[config.mk]
export PLATFORM = sky130hd
export DESIGN_NAME = rssi_energy_event_detector_unit
export DESIGN_NICKNAME = d
export VERILOG_FILES = /design/src/hdl/reed_pkg.sv /design/src/hdl/reed_ctrl.sv /design/src/hdl/reed_dp.sv /design/src/hdl/rssi_energy_event_detector_unit.sv
export SDC_FILE = /design/constraint.sdc
export NUM_CORES = 1
export LEC_CHECK = 0
export BUFFER_PORTS_ARGS = -buffer_cell sky130_fd_sc_hd__buf_2
export CAP_MARGIN = 20
export CORE_ASPECT_RATIO = 0.5
export CORE_MARGIN = 3
export CORE_UTILIZATION = 35
export DETAILED_ROUTE_END_ITERATION = 8
export PLACE_DENSITY_LB_ADDON = 0.2
export SLEW_MARGIN = 20
export SYNTH_ARGS = -nofsm -noshare
export SYNTH_HDL_FRONTEND = slang
export SYNTH_SLANG_ARGS = --single-unit
[constraint.sdc]
create_clock -name clk_i -period 10.71 [get_ports clk_i]
set_input_delay 0 -clock clk_i [delete_from_list [all_inputs] [get_ports clk_i]]
set_output_delay 0 -clock clk_i [all_outputs]
set_load 0.01 [all_outputs]
[src/hdl/reed_pkg.sv]
// Shared types and constants for the RSSI energy event detector.
package reed_pkg;

  typedef enum logic [1:0] {
    ACT_CLEAR  = 2'd0,
    ACT_NOISE  = 2'd1,
    ACT_DETECT = 2'd2
  } reed_action_e;

  typedef enum logic [1:0] {
    CLOSE_NONE   = 2'd0,
    CLOSE_ACCEPT = 2'd1,
    CLOSE_SHORT  = 2'd2
  } reed_closed_e;

  typedef enum logic {
    ST_IDLE,
    ST_DIV
  } reed_state_e;

  localparam logic [1:0] REG_MARGIN     = 2'd0;
  localparam logic [1:0] REG_HYSTERESIS = 2'd1;
  localparam logic [1:0] REG_MIN_EVENT  = 2'd2;

  localparam logic [6:0]  MARGIN_RESET     = 7'd20;
  localparam logic [6:0]  HYSTERESIS_RESET = 7'd6;
  localparam logic [15:0] MIN_EVENT_RESET  = 16'd10;

  localparam logic signed [11:0] PEAK_NONE = -12'sd1998;

  typedef struct packed {
    logic exec;
    logic use_held;
    logic capture;
    logic div_start;
  } reed_cmd_t;

  typedef struct packed {
    logic need_div;
    logic div_busy;
    logic div_done;
  } reed_sts_t;

endpackage

[src/hdl/reed_ctrl.sv]
// Controller state machine: request handshakes and divider sequencing.
module reed_ctrl (
  input  logic               clk_i,
  input  logic               rst_ni,
  input  logic               in_valid_i,
  output logic               in_ready_o,
  output logic               out_valid_o,
  input  logic               out_ready_i,
  input  reed_pkg::reed_sts_t sts_i,
  output reed_pkg::reed_cmd_t cmd_o
);
  import reed_pkg::*;

  reed_state_e state_q, state_d;
  logic        out_valid_q, out_valid_d;
  logic        slot_free;
  logic        accept;

  assign slot_free = !out_valid_q || out_ready_i;
  assign accept    = in_valid_i && in_ready_o;

  always_comb begin
    state_d = state_q;
    case (state_q)
      ST_IDLE: begin
        if (accept && sts_i.need_div) state_d = ST_DIV;
      end
      ST_DIV: begin
        if (sts_i.div_done && slot_free) state_d = ST_IDLE;
      end
      default: state_d = ST_IDLE;
    endcase
  end

  always_comb begin
    in_ready_o = 1'b0;
    cmd_o      = '0;
    case (state_q)
      ST_IDLE: begin
        in_ready_o      = slot_free;
        cmd_o.capture   = accept && sts_i.need_div;
        cmd_o.div_start = accept && sts_i.need_div;
        cmd_o.exec      = accept && !sts_i.need_div;
      end
      ST_DIV: begin
        cmd_o.use_held = 1'b1;
        cmd_o.exec     = sts_i.div_done && slot_free;
      end
      default: begin
        in_ready_o = 1'b0;
      end
    endcase
  end

  assign out_valid_d = cmd_o.exec || (out_valid_q && !out_ready_i);
  assign out_valid_o = out_valid_q;

  always_ff @(posedge clk_i or negedge rst_ni) begin
    if (!rst_ni) begin
      state_q     <= ST_IDLE;
      out_valid_q <= 1'b0;
    end else begin
      state_q     <= state_d;
      out_valid_q <= out_valid_d;
    end
  end

endmodule

[src/hdl/reed_dp.sv]
// Datapath: configuration, run state, noise floor divider and result registers.
module reed_dp #(
  parameter int NOISE_SAMPLES_MAX = 1024
) (
  input  logic                clk_i,
  input  logic                rst_ni,
  input  logic                cfg_we_i,
  input  logic [1:0]          cfg_index_i,
  input  logic [15:0]         cfg_wdata_i,
  input  logic [1:0]          action_i,
  input  logic signed [9:0]   rssi_i,
  input  logic [31:0]         time_ms_i,
  input  reed_pkg::reed_cmd_t cmd_i,
  output reed_pkg::reed_sts_t sts_o,
  output logic                in_event_o,
  output logic [1:0]          event_closed_o,
  output logic [31:0]         event_duration_ms_o,
  output logic [15:0]         event_count_o,
  output logic [15:0]         short_count_o,
  output logic [31:0]         airtime_ms_o,
  output logic signed [11:0]  best_peak_o,
  output logic signed [9:0]   noise_floor_o
);
  import reed_pkg::*;

  localparam int CNT_W  = $clog2(NOISE_SAMPLES_MAX + 1);
  localparam int SUM_W  = 10 + CNT_W;
  localparam int DCNT_W = $clog2(SUM_W + 1);

  logic [6:0]  margin_q, margin_d;
  logic [6:0]  hyst_q, hyst_d;
  logic [15:0] min_q, min_d;

  logic signed [SUM_W-1:0] sum_q, sum_d;
  logic [CNT_W-1:0]        count_q, count_d;
  logic signed [9:0]       floor_q, floor_d;
  logic                    ready_q, ready_d;
  logic                    open_q, open_d;
  logic [31:0]             start_q, start_d;
  logic signed [11:0]      peak_q, peak_d;
  logic signed [11:0]      best_q, best_d;
  logic [15:0]             acc_q, acc_d;
  logic [15:0]             rej_q, rej_d;
  logic [31:0]             air_q, air_d;
  logic [1:0]              closed_q, closed_d;
  logic [31:0]             dur_q, dur_d;

  logic signed [9:0] rssi_h_q;
  logic [31:0]       time_h_q;

  logic [SUM_W-1:0]  dvd_q;
  logic [CNT_W-1:0]  rem_q;
  logic [CNT_W-1:0]  dsr_q;
  logic              neg_q;
  logic [DCNT_W-1:0] cnt_q;
  logic [CNT_W:0]    rem_shift;
  logic              rem_ge;
  logic [9:0]        q_mag;
  logic signed [9:0] div_floor;
  logic [SUM_W-1:0]  sum_abs;

  logic [1:0]         exec_act;
  logic signed [9:0]  v;
  logic [31:0]        now;
  logic signed [9:0]  floor_eff;
  logic signed [11:0] v_ext;
  logic signed [11:0] th_on;
  logic signed [11:0] th_off;
  logic signed [11:0] peak_new;
  logic [31:0]        dur;
  logic [32:0]        air_sum;

  always_comb begin
    margin_d = margin_q;
    hyst_d   = hyst_q;
    min_d    = min_q;
    if (cfg_we_i) begin
      case (cfg_index_i)
        REG_MARGIN:     margin_d = cfg_wdata_i[6:0];
        REG_HYSTERESIS: hyst_d   = cfg_wdata_i[6:0];
        REG_MIN_EVENT:  min_d    = cfg_wdata_i;
        default:        margin_d = margin_q;
      endcase
    end
  end

  assign sts_o.need_div = (action_i == ACT_DETECT) && !ready_q;
  assign sts_o.div_busy = (cnt_q != '0);
  assign sts_o.div_done = (cnt_q == '0);

  assign sum_abs   = sum_q[SUM_W-1] ? SUM_W'(-sum_q) : SUM_W'(sum_q);
  assign rem_shift = {rem_q, dvd_q[SUM_W-1]};
  assign rem_ge    = rem_shift >= {1'b0, dsr_q};
  assign q_mag     = dvd_q[9:0];
  assign div_floor = neg_q ? $signed(-q_mag) : $signed(q_mag);

  assign exec_act  = cmd_i.use_held ? ACT_DETECT : action_i;
  assign v         = cmd_i.use_held ? rssi_h_q : rssi_i;
  assign now       = cmd_i.use_held ? time_h_q : time_ms_i;
  assign floor_eff = ready_q ? floor_q : div_floor;
  assign v_ext     = {{2{v[9]}}, v};
  assign th_on     = {{2{floor_eff[9]}}, floor_eff} + $signed({5'b0, margin_q});
  assign th_off    = th_on - $signed({5'b0, hyst_q});
  assign peak_new  = (v_ext > peak_q) ? v_ext : peak_q;
  assign dur       = now - start_q;
  assign air_sum   = {1'b0, air_q} + {1'b0, dur};

  always_comb begin
    sum_d    = sum_q;
    count_d  = count_q;
    floor_d  = floor_q;
    ready_d  = ready_q;
    open_d   = open_q;
    start_d  = start_q;
    peak_d   = peak_q;
    best_d   = best_q;
    acc_d    = acc_q;
    rej_d    = rej_q;
    air_d    = air_q;
    closed_d = closed_q;
    dur_d    = dur_q;
    if (cmd_i.exec) begin
      closed_d = CLOSE_NONE;
      dur_d    = '0;
      case (exec_act)
        ACT_CLEAR: begin
          sum_d   = '0;
          count_d = '0;
          floor_d = '0;
          ready_d = 1'b0;
          open_d  = 1'b0;
          start_d = '0;
          peak_d  = PEAK_NONE;
          best_d  = PEAK_NONE;
          acc_d   = '0;
          rej_d   = '0;
          air_d   = '0;
        end
        ACT_NOISE: begin
          if (count_q < CNT_W'(NOISE_SAMPLES_MAX)) begin
            sum_d   = sum_q + SUM_W'(v);
            count_d = count_q + 1'b1;
          end
        end
        ACT_DETECT: begin
          floor_d = floor_eff;
          ready_d = 1'b1;
          if (!open_q) begin
            if (v_ext > th_on) begin
              open_d  = 1'b1;
              start_d = now;
              peak_d  = v_ext;
            end
          end else begin
            peak_d = peak_new;
            if (v_ext < th_off) begin
              open_d = 1'b0;
              dur_d  = dur;
              peak_d = PEAK_NONE;
              if (dur < {16'b0, min_q}) begin
                closed_d = CLOSE_SHORT;
                if (rej_q != 16'hFFFF) rej_d = rej_q + 16'd1;
              end else begin
                closed_d = CLOSE_ACCEPT;
                if (acc_q != 16'hFFFF) acc_d = acc_q + 16'd1;
                air_d = air_sum[32] ? 32'hFFFF_FFFF : air_sum[31:0];
                if (peak_new > best_q) best_d = peak_new;
              end
            end
          end
        end
        default: begin
          closed_d = CLOSE_NONE;
        end
      endcase
    end
  end

  always_ff @(posedge clk_i or negedge rst_ni) begin
    if (!rst_ni) begin
      margin_q <= MARGIN_RESET;
      hyst_q   <= HYSTERESIS_RESET;
      min_q    <= MIN_EVENT_RESET;
      sum_q    <= '0;
      count_q  <= '0;
      floor_q  <= '0;
      ready_q  <= 1'b0;
      open_q   <= 1'b0;
      start_q  <= '0;
      peak_q   <= PEAK_NONE;
      best_q   <= PEAK_NONE;
      acc_q    <= '0;
      rej_q    <= '0;
      air_q    <= '0;
      closed_q <= CLOSE_NONE;
      dur_q    <= '0;
      cnt_q    <= '0;
    end else begin
      margin_q <= margin_d;
      hyst_q   <= hyst_d;
      min_q    <= min_d;
      sum_q    <= sum_d;
      count_q  <= count_d;
      floor_q  <= floor_d;
      ready_q  <= ready_d;
      open_q   <= open_d;
      start_q  <= start_d;
      peak_q   <= peak_d;
      best_q   <= best_d;
      acc_q    <= acc_d;
      rej_q    <= rej_d;
      air_q    <= air_d;
      closed_q <= closed_d;
      dur_q    <= dur_d;
      if (cmd_i.div_start) begin
        cnt_q <= DCNT_W'(SUM_W);
      end else if (sts_o.div_busy) begin
        cnt_q <= cnt_q - 1'b1;
      end
    end
  end

  always_ff @(posedge clk_i) begin
    if (cmd_i.capture) begin
      rssi_h_q <= rssi_i;
      time_h_q <= time_ms_i;
    end
    if (cmd_i.div_start) begin
      dvd_q <= sum_abs;
      rem_q <= '0;
      dsr_q <= (count_q == '0) ? CNT_W'(1) : count_q;
      neg_q <= sum_q[SUM_W-1];
    end else if (sts_o.div_busy) begin
      rem_q <= rem_ge ? CNT_W'(rem_shift - {1'b0, dsr_q}) : rem_shift[CNT_W-1:0];
      dvd_q <= {dvd_q[SUM_W-2:0], rem_ge};
    end
  end

  assign in_event_o          = open_q;
  assign event_closed_o      = closed_q;
  assign event_duration_ms_o = dur_q;
  assign event_count_o       = acc_q;
  assign short_count_o       = rej_q;
  assign airtime_ms_o        = air_q;
  assign best_peak_o         = best_q;
  assign noise_floor_o       = floor_q;

endmodule

[src/hdl/rssi_energy_event_detector_unit.sv]
// RSSI energy event detector: top level joining controller and datapath.
//
// Input requests carry an action (clear, noise, detect), an RSSI sample in
// half-dB and a millisecond timestamp; each accepted request yields exactly
// one result on the output channel. Both channels use valid/ready.
// A result that needs no division is registered and appears in the cycle
// after its request is accepted. A new request is taken every cycle while
// no division runs and the output register is empty or being taken, so
// the sustained rate is one request per cycle. The first detect request of
// a run computes the noise floor with a bit-serial restoring divider, one
// quotient bit per cycle, on a dividend SUM_W bits wide, where SUM_W =
// 10 + clog2(NOISE_SAMPLES_MAX + 1) (21 at the default of 1024).
// in_ready_o is low while it runs. If the receiver stalls, the result
// register holds its value and in_ready_o drops until the result is taken.
// Configuration writes through cfg_we_i are registered; write them only
// while the block is idle. Reset restores the register defaults and clears
// all run state; no request is needed after reset.
module rssi_energy_event_detector_unit #(
  parameter int NOISE_SAMPLES_MAX = 1024
) (
  input  logic               clk_i,
  input  logic               rst_ni,
  input  logic               cfg_we_i,
  input  logic [1:0]         cfg_index_i,
  input  logic [15:0]        cfg_wdata_i,
  input  logic               in_valid_i,
  output logic               in_ready_o,
  input  logic [1:0]         action_i,
  input  logic signed [9:0]  rssi_i,
  input  logic [31:0]        time_ms_i,
  output logic               out_valid_o,
  input  logic               out_ready_i,
  output logic               in_event_o,
  output logic [1:0]         event_closed_o,
  output logic [31:0]        event_duration_ms_o,
  output logic [15:0]        event_count_o,
  output logic [15:0]        short_count_o,
  output logic [31:0]        airtime_ms_o,
  output logic signed [11:0] best_peak_o,
  output logic signed [9:0]  noise_floor_o
);
  import reed_pkg::*;

  reed_cmd_t cmd;
  reed_sts_t sts;

  reed_ctrl u_ctrl (
    .clk_i       (clk_i),
    .rst_ni      (rst_ni),
    .in_valid_i  (in_valid_i),
    .in_ready_o  (in_ready_o),
    .out_valid_o (out_valid_o),
    .out_ready_i (out_ready_i),
    .sts_i       (sts),
    .cmd_o       (cmd)
  );

  reed_dp #(
    .NOISE_SAMPLES_MAX (NOISE_SAMPLES_MAX)
  ) u_dp (
    .clk_i               (clk_i),
    .rst_ni              (rst_ni),
    .cfg_we_i            (cfg_we_i),
    .cfg_index_i         (cfg_index_i),
    .cfg_wdata_i         (cfg_wdata_i),
    .action_i            (action_i),
    .rssi_i              (rssi_i),
    .time_ms_i           (time_ms_i),
    .cmd_i               (cmd),
    .sts_o               (sts),
    .in_event_o          (in_event_o),
    .event_closed_o      (event_closed_o),
    .event_duration_ms_o (event_duration_ms_o),
    .event_count_o       (event_count_o),
    .short_count_o       (short_count_o),
    .airtime_ms_o        (airtime_ms_o),
    .best_peak_o         (best_peak_o),
    .noise_floor_o       (noise_floor_o)
  );

  a_exec_slot_free: assert property (@(posedge clk_i) disable iff (!rst_ni)
    cmd.exec |-> (!out_valid_o || out_ready_i))
    else $error("result overwritten before it was taken");

  a_busy_blocks_input: assert property (@(posedge clk_i) disable iff (!rst_ni)
    sts.div_busy |-> !in_ready_o)
    else $error("request accepted while divider busy");

  a_closed_not_open: assert property (@(posedge clk_i) disable iff (!rst_ni)
    (out_valid_o && event_closed_o != CLOSE_NONE) |-> !in_event_o)
    else $error("event reported closed while still open");

  a_floor_stable: assert property (@(posedge clk_i) disable iff (!rst_ni)
    !cmd.exec |=> $stable(noise_floor_o))
    else $error("noise floor changed without a request");

endmodule
; Yosys cells after proc, flatten, opt, wreduce, memory -nomap -nowiden
; Cells that the tools add are included.
[word_totals]
out_inout_bits = 123
input_bits = 67
reg_bits = 321
elab_cells = 157
[classes]
n_lt_le_gt_ge = 7
n_reduce_logical = 31
n_bitwise = 1
n_eq_ne = 18
addsub = 12
mux = 63
[ops]
columns = operator, count
row1 = two-way mux 32 bit, 10
row2 = two-way mux 16 bit, 8
row3 = one-hot mux 32 bit (2 select lines), 2
row4 = two-way mux 12 bit, 8
row5 = two-way mux 21 bit, 4
row6 = one-hot mux 16 bit (2 select lines), 2
row7 = one-hot mux 12 bit (2 select lines), 2
row8 = one-hot mux 21 bit (2 select lines), 1
row9 = adder 32 x 32 -> 33 bit, 1
row10 = "adder 16 x 1 -> 16 bit, second input constant", 2
row11 = < comparator 32 x 16 -> 1 bit, 1
row12 = "!= test 16 bit, second input constant", 2
row13 = subtractor 32 bit, 1
row14 = two-way mux 10 bit, 3
row15 = two-way mux 11 bit, 2
row16 = one-hot mux 11 bit (2 select lines), 1
row17 = adder 21 x 10 -> 21 bit, 1
row18 = negator 21 bit, 1
row19 = one-hot mux 10 bit (2 select lines), 1
row20 = AND reduction 6 bit, 3
row21 = "!= test 2 x 1 -> 1 bit, second input constant", 8
row22 = greater-or-equal comparator 12 x 11 -> 1 bit, 1
row23 = greater-than comparator 10 x 12 -> 1 bit, 1
row24 = greater-than comparator 12 bit, 1
row25 = other kinds (30), 65

; Depth between registers and ports, before layout
[logic_depth]
word_depth = 10
mapped_depth = 30
depth_no_buf = 29

; Hierarchy
; A second synthesis with hierarchy kept.
[hier_totals]
cells_unflattened = 2235
hier_area_um2 = 21149.0
[by_module_without_submodules]
columns = module, seq_area_each_um2, cells_each, area_each_um2, n_inst
row1 = reed_dp, 8320.5, 2220, 21015.2, 1
row2 = reed_ctrl, 50.0, 15, 133.9, 1

; Least setup slack after synthesis
; OpenSTA, ideal clock, no wires.
[synth_timing]
path_kind = register to register
from = register u_ctrl.state_q
to = register u_dp.rej_q[11], in the netlist u_dp.short_count_o[11]
t_arrival_ns = 6.651
setup_slack_ns = 3.981
required_ns = 10.632
synth_period_minus_slack_ns = 6.729
n_path_buf = 5
setup_time_ns = 0.078
stages_incl_launch_ff = 23
cell_sequence = dfrtp_1 -> clkbuf_1 -> clkbuf_1 -> clkbuf_1 -> mux2_2 -> ha_1 -> a21o_1 -> or3_1 -> o21a_1 -> o41ai_1 -> xnor2_1 -> ha_1 -> and3_1 -> a2111oi_0 -> a21o_1 -> nand3_1 -> or4_1 -> or4b_4 -> or4_4 -> buf_6 -> buf_6 -> or4_1 -> a21oi_1
[synth_via]
elab_chain_len = 6
elab_cells_between_ends = 21
classes_between = 1 x add/sub / 2 x order compare / 5 x eq/ne / 7 x mux / 1 x bitwise / 5 x reduce/logical
[synth_lines]
columns = item, line
row1 = from (decl), reed_ctrl.sv:14  ; reed_state_e state_q, state_d;
row2 = from (signal assigned), reed_ctrl.sv:63  ; state_q <= state_d;
row3 = two-way mux 1 bit, reed_ctrl.sv:38  ; case (state_q)
row4 = two-way mux 32 bit, reed_dp.sv:99  ; assign now = cmd_i.use_held ? time_h_q : time_ms_i;
row5 = subtractor 32 bit, reed_dp.sv:105  ; assign dur = now - start_q;
row6 = < comparator 32 x 16 -> 1 bit, reed_dp.sv:160  ; if (dur < {16'b0, min_q}) begin
row7 = != test 2 x 1 -> 1 bit (no line), --
row8 = AND reduction 6 bit (no line), --
row9 = to (signal assigned), reed_dp.sv:211  ; rej_q <= rej_d;
row10 = to (decl), reed_dp.sv:43  ; logic [15:0] rej_q, rej_d;
; Parallel ways exist; a longest one is shown, timed or not.
; A chain may end at the register's enable or synchronous reset.

; Worst setup path after layout
[layout_timing]
from = register u_ctrl.state_q
to = register u_dp.air_q[6], in the netlist u_dp.airtime_ms_o[6]
[layout_via]
elab_chain_len = 9
elab_cells_between_ends = 25
classes_between = 2 x add/sub / 2 x order compare / 4 x eq/ne / 11 x mux / 1 x bitwise / 5 x reduce/logical
[layout_lines]
columns = item, line
row1 = two-way mux 1 bit, reed_ctrl.sv:38
row2 = two-way mux 32 bit, reed_dp.sv:99
row3 = subtractor 32 bit, reed_dp.sv:105
row4 = adder 32 x 32 -> 33 bit, reed_dp.sv:106  ; assign air_sum = {1'b0, air_q} + {1'b0, dur};
row5 = two-way mux 32 bit, reed_dp.sv:166  ; air_d = air_sum[32] ? 32'hFFFF_FFFF : air_sum[31:0];
row6 = two-way mux 32 bit, reed_dp.sv:160
row7 = two-way mux 32 bit, reed_dp.sv:156  ; if (v_ext < th_off) begin
row8 = two-way mux 32 bit, reed_dp.sv:148  ; if (!open_q) begin
row9 = one-hot mux 32 bit (2 select lines), reed_dp.sv:125  ; case (exec_act)
row10 = to (signal assigned), reed_dp.sv:212  ; air_q <= air_d;
row11 = to (decl), reed_dp.sv:44  ; logic [31:0] air_q, air_d;
; Parallel ways exist; a longest one is shown, timed or not. The select of a mux whose other input is x is not followed.

==> metrics.md <==
| Metric | Value |
|---|---|
| Slowest-stage cell, CP | dfrtp_2 |
| CTS root buf | clkbuf_16 |
| Die width | about 350 µm |
| Final instance area | 24320 µm² |
| Drt first pass iters | 5 |
| Remaining DRCs | 0 |
| Syn Inst Count | 2139 |
| Fill count | 5689 |
| RSZ-0062 raised after global routing | false |
| DR iter-0 viols | 1131 |
| Number of cells on the critical path | 21 |
| Sequential-to-total area share from yosys stat | 0.4041 |
| Cell Pwr Density | 365.4 nW/µm² |
| CP Class | reg2reg |
| Vias | about 17000 |
| Initial antenna violation count | 0 |
| Prevailing post-synth register cell | dfrtp_1 |
| Post-synth EDFFs | between 70 and 80 |
| Worst r2r path cells | 21 |
| Max clock buf depth | 3 |
| Final period util | 0.6537 |
| Syn. warnings | 0 |
| Post-route insts no fill | about 3200 |
| Status | completed |
| Tightest Hold Check Type | in2async |
| Vias in the first global route | 16490 |
| Critical path's top delay family | simple AND/OR/NAND/NOR gates |
| Yosys cell types | about 80 |
| Cts repair resizes | 0 |
| DP Area | 22490 µm² |
| DP Cell Count | 3029 |
| Slew HR | 0.3012 |
| Crit path largest cell delay | 650 ps |
| Ys async rst share | 0.7321 |
| Placed wire-length estimate | 42070 µm |
| # rows | 62 |
| Number of synthesized register bits | between 300 and 400 |
| Max_cap viols | 0 |
| Antenna diodes | 0 |
| Pleak | 10.99 nW |
| # setup viols final | 0 |
| Clock sink total | 321 |
| Initial core utilization | 0.3575 |
| Boundary Pins | 190 |
| Setup TNS | 0 ps |
| Worst Path Max Fanout | 33 |
| ANT nets after route | 0 |
| Worst-path cell chain | buf_4, mux2i_1, ha_1, inv_1, fa_1, a211oi_1, o211ai_2, a41oi_1, o21ai_0, xor2_1, ha_1, a21oi_1, o22ai_1, a2111oi_0, a21o_1, nand3_1, or4_1, or4b_4, or4_1, nand2_2, o2bb2ai_1 |
| RD Place Congestion | between 0.8 and 0.9 |
| Commonest non-fill, non-tap cells in the layout | dfrtp_1 (220), buf_2 (188), ha_1 (177) |
| Setup Skew | between 20 and 30 ps |
| Cell area after synthesis | 20710 µm² |
| Syn_nets | 2389 |
| Post-CTS Hold Fix Bufs | 65 |
| Share of cells above drive strength 1 | 0.1666 |
| CTS tree | done |
| Max Clk Rate | 142.8 MHz |
| Crit. End Element | flop |
| Clock Latency Late Sink | 550 ps |
| Pins Over Slew Limit | 0 |
| Final wirelength | approximately 58000 µm |
| Htree depth | 2 |
| GRT Util Overall | 0.1851 |
| Routed len/inst | roughly 18 µm |
| Largest net degree at the start of global routing | 73 |
| TritonCTS buffer count | 35 |
| IO buf count | 189 |
| Mean post-synth cell area | approximately 9.7 µm² |
| CP required | ~11000 ps |
| Worst Path Arrival | 7400 ps |
| Setup crit start kind | flop |
| CP Buf/Inv Count | 2 |
| Vias/cell | 5.321 |
| Die area | around 62000 µm² |
| Fin. Hold Viols | 0 |
| Worst-Margin Slew | 1048 ps |
| Worst-path clk slew | 60 ps |
| Synth-to-Final Area Change | 17.41% |
| Commonest non-fill, non-tap cell in the layout | dfrtp_1 |
| Final #Nets | 2613 |
| Core Footprint | 57950 µm² |
| First-pass GRT wire length | just over 90000 µm |
| Worst vdd rail ir drop | 0.1390 mV |
| Util after Layout | 0.4197 |
| Min Tclk post-route | 7001 ps |
| Grt ovf | 0 |
| Hold WS | 4.694 ps |
| # Post-CTS Setup Buffers | 0 |
| Die H | 178.0 µm |
-- worst register-to-register path: cells and delay by family, from the launching register on --
family          cells  cell delay (ps)
buf+inv             2              540
flops               1              650
compound gates      9             2150
xor+xnor            1              210
fa+ha+maj           3              850
simple gates        5             2150
mux                 1              320
-- layer usage --
metal / vias up / track usage / wire, µm
met5: - / 0 / 0
met4: 0 / 0.03853 / 987
met1: 8229 / 0.2603 / 28040
met3: 66 / 0.02354 / 1652
li1: 8283 / - / -
met2: 221 / 0.3062 / 26820
-- through the flow --
| step | setup slack, ps | power (mW) |
|---|---|---|
| after floorplan | 3981 | 6.168 |
| after global placement | 3426 | 7.582 |
| after detailed placement | 3710 | 7.579 |
| after CTS | 3694 | 8.934 |
| after global routing | 3162 | 9.765 |
| final | 3709 | 8.887 |
-- registers in the layout (all words and copies together), names as in the netlist, 5 cells and up --
name / cells
u_dp.dsr_q: 11
u_dp.sum_q: 21
u_dp.min_q: 16
u_dp.event_count_o: 16
u_dp.rem_q: 11
u_dp.rssi_h_q: 10
u_dp.count_q: 11
u_dp.hyst_q: 7
u_dp.start_q: 32
u_dp.best_peak_o: 12
u_dp.noise_floor_o: 10
u_dp.time_h_q: 32
u_dp.margin_q: 7
u_dp.short_count_o: 16
u_dp.airtime_ms_o: 32
u_dp.dvd_q: 21
u_dp.cnt_q: 5
u_dp.peak_q: 12
u_dp.event_duration_ms_o: 32
-- synth_stat cells, types with 42 or more instances --
library cell / n / area share
a21o_1: 42 / 0.015
a21oi_1: 119 / 0.029
a22o_1: 72 / 0.030
clkbuf_1: 78 / 0.014
dfrtp_1: 221 / 0.27
edfxtp_1: 75 / 0.11
ha_1: 177 / 0.11
inv_1: 157 / 0.028
mux2_2: 73 / 0.040
nand2_1: 169 / 0.031
nand3_1: 42 / 0.010
nor2_1: 126 / 0.023
o21ai_0: 135 / 0.033
xnor2_1: 64 / 0.027
xor2_1: 56 / 0.024
-- kinds of logic after synthesis --
kind of cell	Yosys count	synth area share
AO/OA/AOI/OAI	626	0.2074
AND/OR/NAND/NOR	553	0.1311
flip-flops	321	0.4041
buffers and inverters	247	0.04591
adder cells (fa/ha/maj)	183	0.1127
XOR/XNOR	121	0.05183
multiplexers	88	0.04693
-- cell type report --
cell class                 count  area [µm²]  area share
clock buffer                  51        1017     0.04183
clock inverter                12       157.7    0.006482
inverter                     157       589.3     0.02423
multi-input combinational   1571       11440      0.4705
sequential                   321        8372      0.3442
tap                          768       960.9     0.03951
timing repair buffer         277        1779     0.07316
-- report_power, final --
| group | total, mW | leakage (nW) | switching [mW] | internal [mW] |
|---|---|---|---|---|
| logic | 5.70 | 6.56 | 3.30 | 2.40 |
| clock network | 1.26 | 0.573 | 0.528 | 0.736 |
| registers | 1.93 | 3.86 | 0.310 | 1.62 |
-- final timing paths --
| kind | startpoint | end | slack (ps) |
|---|---|---|---|
| hold reg to reg | u_dp.rem_q[10]$_SDFFE_PP0P_ | u_dp.rem_q[10]$_SDFFE_PP0P_ | 480 |
| hold / removal | rst_ni | u_dp.airtime_ms_o[25]$_DFFE_PN0P_ | 5 |
| max in group asynchronous | rst_ni | u_ctrl.state_q$_DFF_PN0_ | 8630 |
| min in group clk_i | action_i[0] | u_dp.count_q[1]$_DFFE_PN0P_ | 40 |
| setup / recovery | u_ctrl.state_q$_DFF_PN0_ | u_dp.airtime_ms_o[6]$_DFFE_PN0P_ | 3710 |
| setup reg to reg | u_ctrl.state_q$_DFF_PN0_ | u_dp.airtime_ms_o[6]$_DFFE_PN0P_ | 3710 |
Power figures use the tool's default switching activity.
